**config.mk**
```make
export PLATFORM = sky130hd
export DESIGN_NAME = i2c_master_bit_sequencer_top
export DESIGN_NICKNAME = d
export VERILOG_FILES = /design/src/rtl/i2cms_pkg.sv /design/src/rtl/i2c_master_bit_sequencer_top.sv /design/src/rtl/i2cms_step.sv
export SDC_FILE = /design/constraint.sdc
export NUM_CORES = 1
export LEC_CHECK = 0
export BUFFER_PORTS_ARGS = -buffer_cell sky130_fd_sc_hd__buf_4
export CAP_MARGIN = 20
export CORE_UTILIZATION = 40
export DETAILED_ROUTE_END_ITERATION = 7
export HOLD_SLACK_MARGIN = 0.03
export PLACE_DENSITY = 0.64
export REMOVE_ABC_BUFFERS = 1
export SETUP_SLACK_MARGIN = 0.05
export SLEW_MARGIN = 20
export SYNTH_ARGS = -nofsm -noshare
export SYNTH_HDL_FRONTEND = slang
export SYNTH_HIERARCHICAL = 1
export SYNTH_SLANG_ARGS = --single-unit
```
**constraint.sdc**
```tcl
create_clock -name clk -period 5.75 [get_ports clk]
set_input_delay 1.15 -clock clk [delete_from_list [all_inputs] [get_ports clk]]
set_output_delay 1.15 -clock clk [all_outputs]
set_load 0.005 [all_outputs]
```
**src/rtl/i2cms_pkg.sv**
```systemverilog
// Shared types and constants for the I2C master bit sequencer.
// No dependencies; imported by the top level and by i2cms_step.
package i2cms_pkg;

  localparam int unsigned BYTE_BITS = 8;

  localparam logic [7:0] ACK_TIMEOUT_RST = 8'd250;

  // Register byte offsets on the configuration port
  localparam logic [2:0] REG_ACK_TIMEOUT = 3'd0;

  // Active command, also the opcode encoding on the input channel
  typedef enum logic [2:0] {
    CMD_IDLE  = 3'd0,
    CMD_START = 3'd1,
    CMD_STOP  = 3'd2,
    CMD_WRITE = 3'd3,
    CMD_READ  = 3'd4,
    CMD_WAIT  = 3'd5
  } cmd_t;

  // Sequencer state carried from tick to tick
  typedef struct packed {
    cmd_t       cmd;
    logic [2:0] phase;
    logic [3:0] bit_idx;
    logic [7:0] shift;
    logic [7:0] wait_cnt;
    logic       ack_choice;
    logic       scl;
    logic       drv;
    logic       lvl;
  } seq_state_t;

  // One result transaction
  typedef struct packed {
    logic       scl_level;
    logic       sda_drive;
    logic       sda_level;
    logic       busy_res;
    logic [7:0] read_data;
    logic       read_valid;
    logic       ack_error;
    logic       done_res;
  } seq_result_t;

  localparam seq_state_t SEQ_STATE_RST = '{
    cmd: CMD_IDLE, phase: 3'd0, bit_idx: 4'd0, shift: 8'd0, wait_cnt: 8'd0,
    ack_choice: 1'b0, scl: 1'b1, drv: 1'b1, lvl: 1'b1
  };

endpackage

```
**src/rtl/i2c_master_bit_sequencer_top.sv**
```systemverilog
// I2C master bit sequencer: top level with handshakes, register port and state.
// Depends on i2cms_pkg and i2cms_step.
//
// Each input transaction is one half-bit tick from an external prescaler, carrying
// the sampled SDA level and, while the sequencer is idle, a command (start, stop,
// write byte MSB first, read byte with ACK/NACK, wait for ACK). Every accepted tick
// produces exactly one result transaction with the SCL level, SDA drive and level,
// busy, the read byte with its strobe, the ACK timeout error and a done pulse.
// Commands arriving while busy are ignored, as are opcodes 6 and 7. The sequencer
// state advances in a single pass of logic at the input handshake, and the result
// is registered in an output register, so a tick can be accepted every clock as
// long as the result side keeps up. The input is stalled only while the output
// register is full and stalled itself. The register ack_timeout (byte offset 0,
// reset 250) sets how many high SDA polls are tolerated during wait-for-ACK; the
// next high poll starts a stop and flags ack_error on its last tick. Write the
// register only while no tick is in flight.
module i2c_master_bit_sequencer_top (
  input  logic        clk,
  input  logic        rst_n,
  // Input channel
  input  logic        in_valid,
  output logic        in_stall,
  input  logic [2:0]  in_opcode,
  input  logic [7:0]  in_write_data,
  input  logic        in_send_ack,
  input  logic        in_sda_sample,
  // Result channel
  output logic        out_valid,
  input  logic        out_stall,
  output logic        out_scl_level,
  output logic        out_sda_drive,
  output logic        out_sda_level,
  output logic        out_busy_res,
  output logic [7:0]  out_read_data,
  output logic        out_read_valid,
  output logic        out_ack_error,
  output logic        out_done_res,
  // Configuration port
  input  logic        psel,
  input  logic        penable,
  input  logic        pwrite,
  input  logic [2:0]  paddr,
  input  logic [31:0] pwdata,
  output logic [31:0] prdata,
  output logic        pready
);
  import i2cms_pkg::*;

  seq_state_t  state_r;
  seq_state_t  state_nxt;
  seq_result_t result_nxt;
  seq_result_t result_r;
  logic        out_valid_r;
  logic [7:0]  ack_timeout_r;
  logic        in_fire;
  logic        cfg_wr;

  // Accept a tick whenever the output register is free or drains this cycle
  assign in_stall = out_valid_r & out_stall;
  assign in_fire  = in_valid & ~in_stall;

  // Register port: no wait states, one register at offset 0
  assign pready = 1'b1;
  assign cfg_wr = psel & penable & pwrite & pready;
  assign prdata = (paddr == REG_ACK_TIMEOUT) ? {24'd0, ack_timeout_r} : 32'd0;

  always_ff @(posedge clk) begin
    if (!rst_n) begin
      ack_timeout_r <= ACK_TIMEOUT_RST;
    end else if (cfg_wr && paddr == REG_ACK_TIMEOUT) begin
      ack_timeout_r <= pwdata[7:0];
    end
  end

  i2cms_step u_step (
    .state_i       (state_r),
    .opcode_i      (in_opcode),
    .write_data_i  (in_write_data),
    .send_ack_i    (in_send_ack),
    .sda_sample_i  (in_sda_sample),
    .ack_timeout_i (ack_timeout_r),
    .state_nxt_o   (state_nxt),
    .result_o      (result_nxt)
  );

  // Advance the sequencer one phase per accepted tick
  always_ff @(posedge clk) begin
    if (!rst_n) begin
      state_r <= SEQ_STATE_RST;
    end else if (in_fire) begin
      state_r <= state_nxt;
    end
  end

  // Output register: load on accept, drop valid once taken
  always_ff @(posedge clk) begin
    if (!rst_n) begin
      out_valid_r <= 1'b0;
    end else if (in_fire) begin
      out_valid_r <= 1'b1;
    end else if (!out_stall) begin
      out_valid_r <= 1'b0;
    end
  end

  always_ff @(posedge clk) begin
    if (in_fire) begin
      result_r <= result_nxt;
    end
  end

  assign out_valid      = out_valid_r;
  assign out_scl_level  = result_r.scl_level;
  assign out_sda_drive  = result_r.sda_drive;
  assign out_sda_level  = result_r.sda_level;
  assign out_busy_res   = result_r.busy_res;
  assign out_read_data  = result_r.read_data;
  assign out_read_valid = result_r.read_valid;
  assign out_ack_error  = result_r.ack_error;
  assign out_done_res   = result_r.done_res;

endmodule

```
**src/rtl/i2cms_step.sv**
```systemverilog
// Next-state and result logic for one half-bit tick of the sequencer.
// Depends on i2cms_pkg.
module i2cms_step (
  input  i2cms_pkg::seq_state_t  state_i,
  input  logic [2:0]             opcode_i,
  input  logic [7:0]             write_data_i,
  input  logic                   send_ack_i,
  input  logic                   sda_sample_i,
  input  logic [7:0]             ack_timeout_i,
  output i2cms_pkg::seq_state_t  state_nxt_o,
  output i2cms_pkg::seq_result_t result_o
);
  import i2cms_pkg::*;

  seq_state_t cur;
  seq_state_t nxt;
  logic [3:0] bit_inc;
  logic       rd_valid;
  logic       err;
  logic       done;

  // Next state: take a command when idle, then run this tick's phase
  always_comb begin
    cur = state_i;
    if (state_i.cmd == CMD_IDLE && opcode_i >= CMD_START && opcode_i <= CMD_WAIT) begin
      cur.cmd     = cmd_t'(opcode_i);
      cur.phase   = 3'd0;
      cur.bit_idx = 4'd0;
      unique case (cmd_t'(opcode_i))
        CMD_WRITE: cur.shift = write_data_i;
        CMD_READ: begin
          cur.shift      = 8'd0;
          cur.ack_choice = send_ack_i;
        end
        CMD_WAIT: cur.wait_cnt   = 8'd0;
        CMD_STOP: cur.ack_choice = 1'b0;
        default: ;
      endcase
    end

    nxt      = cur;
    bit_inc  = cur.bit_idx + 4'd1;
    rd_valid = 1'b0;
    err      = 1'b0;
    done     = 1'b0;

    unique case (cur.cmd)
      CMD_IDLE: ;
      CMD_START: begin
        unique case (cur.phase)
          3'd0: begin
            nxt.scl = 1'b1; nxt.drv = 1'b1; nxt.lvl = 1'b1; nxt.phase = 3'd1;
          end
          3'd1: begin
            nxt.lvl = 1'b0; nxt.phase = 3'd2;
          end
          3'd2: begin
            nxt.scl = 1'b0; nxt.cmd = CMD_IDLE; nxt.phase = 3'd0; done = 1'b1;
          end
          default: begin
            nxt.cmd = CMD_IDLE; nxt.phase = 3'd0;
          end
        endcase
      end
      CMD_STOP: begin
        unique case (cur.phase)
          3'd0: begin
            nxt.scl = 1'b0; nxt.drv = 1'b1; nxt.lvl = 1'b0; nxt.phase = 3'd1;
          end
          3'd1: begin
            nxt.scl = 1'b1; nxt.phase = 3'd2;
          end
          3'd2: begin
            nxt.lvl = 1'b1; nxt.drv = 1'b1; err = cur.ack_choice;
            nxt.cmd = CMD_IDLE; nxt.phase = 3'd0; done = 1'b1;
          end
          default: begin
            nxt.cmd = CMD_IDLE; nxt.phase = 3'd0;
          end
        endcase
      end
      CMD_WRITE: begin
        unique case (cur.phase)
          3'd0: begin
            nxt.scl = 1'b0; nxt.drv = 1'b1; nxt.lvl = cur.shift[7]; nxt.phase = 3'd1;
          end
          3'd1: begin
            nxt.scl     = 1'b1;
            nxt.shift   = {cur.shift[6:0], 1'b0};
            nxt.bit_idx = bit_inc;
            nxt.phase   = (32'(bit_inc) >= BYTE_BITS) ? 3'd2 : 3'd0;
          end
          3'd2: begin
            nxt.scl = 1'b0; nxt.cmd = CMD_IDLE; nxt.phase = 3'd0; done = 1'b1;
          end
          default: begin
            nxt.cmd = CMD_IDLE; nxt.phase = 3'd0;
          end
        endcase
      end
      CMD_READ: begin
        unique case (cur.phase)
          3'd0: begin
            nxt.scl = 1'b0; nxt.drv = 1'b0; nxt.lvl = 1'b1; nxt.phase = 3'd1;
          end
          3'd1: begin
            nxt.scl     = 1'b1;
            nxt.shift   = {cur.shift[6:0], sda_sample_i};
            nxt.bit_idx = bit_inc;
            nxt.phase   = (32'(bit_inc) >= BYTE_BITS) ? 3'd2 : 3'd0;
          end
          3'd2: begin
            // ACK pulls SDA low, NACK releases it high
            nxt.scl   = 1'b0;
            nxt.drv   = cur.ack_choice;
            nxt.lvl   = ~cur.ack_choice;
            nxt.phase = 3'd3;
          end
          3'd3: begin
            nxt.scl = 1'b1; nxt.phase = 3'd4;
          end
          3'd4: begin
            nxt.scl = 1'b0; rd_valid = 1'b1;
            nxt.cmd = CMD_IDLE; nxt.phase = 3'd0; done = 1'b1;
          end
          default: begin
            nxt.cmd = CMD_IDLE; nxt.phase = 3'd0;
          end
        endcase
      end
      CMD_WAIT: begin
        unique case (cur.phase)
          3'd0: begin
            nxt.scl = 1'b0; nxt.drv = 1'b0; nxt.lvl = 1'b1; nxt.phase = 3'd1;
          end
          3'd1: begin
            nxt.scl = 1'b1; nxt.phase = 3'd2;
          end
          3'd2: begin
            priority if (!sda_sample_i) begin
              nxt.scl = 1'b0; nxt.cmd = CMD_IDLE; nxt.phase = 3'd0; done = 1'b1;
            end else if (cur.wait_cnt >= ack_timeout_i) begin
              // Timeout: begin the stop sequence on this same tick
              nxt.cmd        = CMD_STOP;
              nxt.ack_choice = 1'b1;
              nxt.scl        = 1'b0;
              nxt.drv        = 1'b1;
              nxt.lvl        = 1'b0;
              nxt.phase      = 3'd1;
            end else begin
              nxt.wait_cnt = cur.wait_cnt + 8'd1;
            end
          end
          default: begin
            nxt.cmd = CMD_IDLE; nxt.phase = 3'd0;
          end
        endcase
      end
      default: begin
        nxt.cmd = CMD_IDLE; nxt.phase = 3'd0;
      end
    endcase
  end

  // Result fields from the line state after this tick
  always_comb begin
    result_o.scl_level  = nxt.scl;
    result_o.sda_drive  = nxt.drv;
    result_o.sda_level  = nxt.drv ? nxt.lvl : 1'b1;
    result_o.busy_res   = (nxt.cmd != CMD_IDLE);
    result_o.read_data  = rd_valid ? nxt.shift : 8'd0;
    result_o.read_valid = rd_valid;
    result_o.ack_error  = err;
    result_o.done_res   = done;
  end

  assign state_nxt_o = nxt;

endmodule

```
==> impl_metrics.ini <==
[global_route]
grt_max_degree = 46
grt-ovfl-total = 0
grt_pass1_vias = 3036
gr-usage-all-layers_pct = 17.8
antenna_found_initial = 0
grt_pass1_wl_mm = 14.4

[setup_path]
start_kind = input port
crit_buf_inv = 1
r2r-start = state_r[27]
crit_required_ns = 5.81
critPathKind = input port to flip-flop
crit_top_cell = a21o_1
crit_fanout = 12
cp.depth = 12
arrival_ns = 4.37
crit_chain = buf_4 > nor2b_1 > nand3_1 > nand2_1 > ha_1 > nand2b_1 > a21o_1 > a211o_1 > a21oi_1 > a31oi_1 > a21o_1 > or3_1
worstSetupStartpoint = in_opcode[2]
cp_top_family = simple AND/OR/NAND/NOR gates
critPathCapture = out_busy_res
r2r_end = out_busy_res
regToRegSetupSlack_ns = 1.75
reg2reg_depth = 11
critPathCaptureType = flip-flop
crit_slowest_cell = nor2b_1
cpPeakStageDelay_ns = 0.39

[floorplanning]
core_mm2 = 0.00920
die_area_mm2 = 0.00989
ios = 105
fp.dieW_um = 99.4
floorplan.rows = 35
initial_utilization_pct = 41.3
die_h_um = 99.4

[sta]
maxSlewViolCount = 0
fin_setup_tns_ns = 0
finalSetupViolCount = 0
period_needed_ns = 4.30
slew_headroom_pct = 30.6
fin_skew_ns = 0.00708
min_period_over_period_pct = 74.9
clock.fmax_mhz = 232
worst_pin_slew_ns = 1.03
grt_setup_unrepaired = false
hold_viol_final = 0

[finish]
nets = 565
layout_commonest_cell = nand2_1
antennaDiodeCount = 0
area_growth_pct = 9.65
fillers = 919
mostFrequentLayoutCells = nand2_1 (86), buf_4 (55), dfxtp_1 (39)
fin_area_mm2 = 0.00416
largest_register_ff_count = 30
drive_gt1_share_pct = 16.2
top_register = state_r

[power_and_ir_drop]
combPwrFrac_pct = 20.2
pwr_density_cell_mw_per_mm2 = 191
p_int_uw = 555
p_leak_uw = 0.00181
ir_drop_mv = 0.0919
p_sw_share_pct = 30.1
sequentialPowerShare_pct = 52.7
p_switching_uw = 239
pwr-share-clk_pct = 27.1

[clock_network]
cts_tree = done
htree_levels = 2
cts_root_buf = clkbuf_8
clock_latency_ns = 0.31
cts_buffer_depth = 2
numCtsBuffers = 5
path_clk_slew_ns = 0.10
clkSinkCount = 54
hold_buffers = 0
post_cts_resized = 0
cts_setup_buffers = 0

[yosys]
syn_area_per_cell_um2 = 8.06
synth.cell_area_mm2 = 0.00380
synth-edff-count = 15
async_flop_share_pct = 0
synth_area_leaders = dfxtp_1 (21%), edfxtp_1 (12%), nand2_1 (8.5%)
ys_seq_area_share_pct = 32.4
yosysUniqueCellTypes = 66
synth_warnings = 6
ys_ff_latch = 54
ys.flop_type = dfxtp_1
yosysTopAreaCell = dfxtp_1
syn_inst = 471
synth.top_cell.area_share_pct = 20.6

[drt]
first_iter_violations = 186
wl_per_cell_um = 14.0
first_pass_iters = 5
drc = 0
routed_wl_mm = 8.56
drt-vias-per-instance = 5.36
ant_nets = 0
vias = 3282

[flow_run]
drv_cap = 0

[place]
gp_congestion = 0.855
io_buffers = 55
detailed_place_hpwl_mm = 5.99
place_area_mm2 = 0.00408

[run_status]
outcome = completed

[worst_hold_path]
hold_class = flip-flop to flip-flop
through the flow:
stage,hold slack [ns],utilization (%),std cells,setup WS (ns),total power [uW]
finish,0.466,45.3,612,1.45,795
global placement,0.443,44.4,604,1.12,586
floorplan,0.435,-,438,1.88,519
CTS,0.469,45.3,612,1.48,799
global route,0.482,45.3,612,1.25,834
detailed placement,0.454,44.4,604,1.16,587
final cells by class:
class	instances	area [um^2]	share of cell area, %
clock buffers	5	68.8	1.65
inverters	19	71.3	1.71
multi-input cells	365	2220	53.4
well taps	111	139	3.34
flip-flops and latches	54	1230	29.6
repair buffers	55	413	9.92
clock inverters	3	16.3	0.391
cells in the mapped netlist (3+ instances only):
| cell type | n |
|---|---|
| edfxtp_1 | 15 |
| a21o_1 | 6 |
| nand4_1 | 8 |
| nand3_1 | 15 |
| or2_2 | 3 |
| buf_4 | 33 |
| a21oi_1 | 17 |
| clkbuf_1 | 15 |
| nand2b_1 | 7 |
| xnor2_1 | 7 |
| a211oi_1 | 3 |
| nor2_1 | 22 |
| or3_1 | 3 |
| o21ai_1 | 3 |
| buf_2 | 6 |
| inv_1 | 18 |
| a21boi_1 | 21 |
| o211ai_1 | 8 |
| a21boi_0 | 7 |
| mux2i_1 | 9 |
| o21a_1 | 3 |
| and2_1 | 29 |
| ha_1 | 10 |
| dfxtp_1 | 39 |
| a22oi_1 | 7 |
| nand3b_1 | 4 |
| xor2_1 | 3 |
| o21ai_0 | 15 |
| nand2_1 | 86 |
| nor2b_1 | 4 |
worst reg2reg max path, stage by stage (launching register included):
cell and delay, ns:
dfxtp_1 0.45, nor3_2 0.57, nand3_1 0.44, nand2_1 0.26, ha_1 0.25, nand2b_1 0.13
a21o_1 0.17, a211o_1 0.34, a21oi_1 0.37, a31oi_1 0.22, a21o_1 0.21, or3_1 0.37
per-layer routing:
layer / global-route usage (%) / vias up / part of all wire, %
met5: 0 / - / 0
met3: 2.60 / 10 / 5.3
li1: - / 1636 / -
met4: 4.64 / 0 / 1.1
met1: 23.5 / 1514 / 46
met2: 30.6 / 122 / 47
how the worst min path moves through the flow:
stage / from / endpoint / slack [ns] / cells past startpoint
floorplan: state_r[13] / state_r[13] / 0.43 / 2
global placement: state_r[12] / state_r[12] / 0.44 / 2
detailed placement: state_r[15] / state_r[15] / 0.45 / 2
CTS: state_r[15] / state_r[15] / 0.47 / 2
global route: state_r[18] / state_r[18] / 0.48 / 2
finish: state_r[4] / state_r[4] / 0.47 / 2
cells by family (layout without fill, tap and decap cells):
family / after synthesis / after routing / synth area share (%)
XOR/XNOR: 10 / 10 / 2.31
AO/OA/AOI/OAI: 113 / 113 / 21.3
AND/OR/NAND/NOR: 197 / 197 / 26.5
other: 2 / 25 / 0.198
buffers and inverters: 75 / 82 / 11.3
adder cells (fa/ha/maj): 10 / 10 / 3.29
flip-flops: 54 / 54 / 32.4
multiplexers: 10 / 10 / 2.67
power by group through the flow:
stage,clock network [uW],logic [uW],registers [uW]
after floorplan,0,93.2,425
after global placement,0,158,428
after global routing,235,178,421
after detailed placement,0,159,428
after CTS,220,160,419
final,215,161,419
No activity file was read; power rests on OpenSTA's default activity.
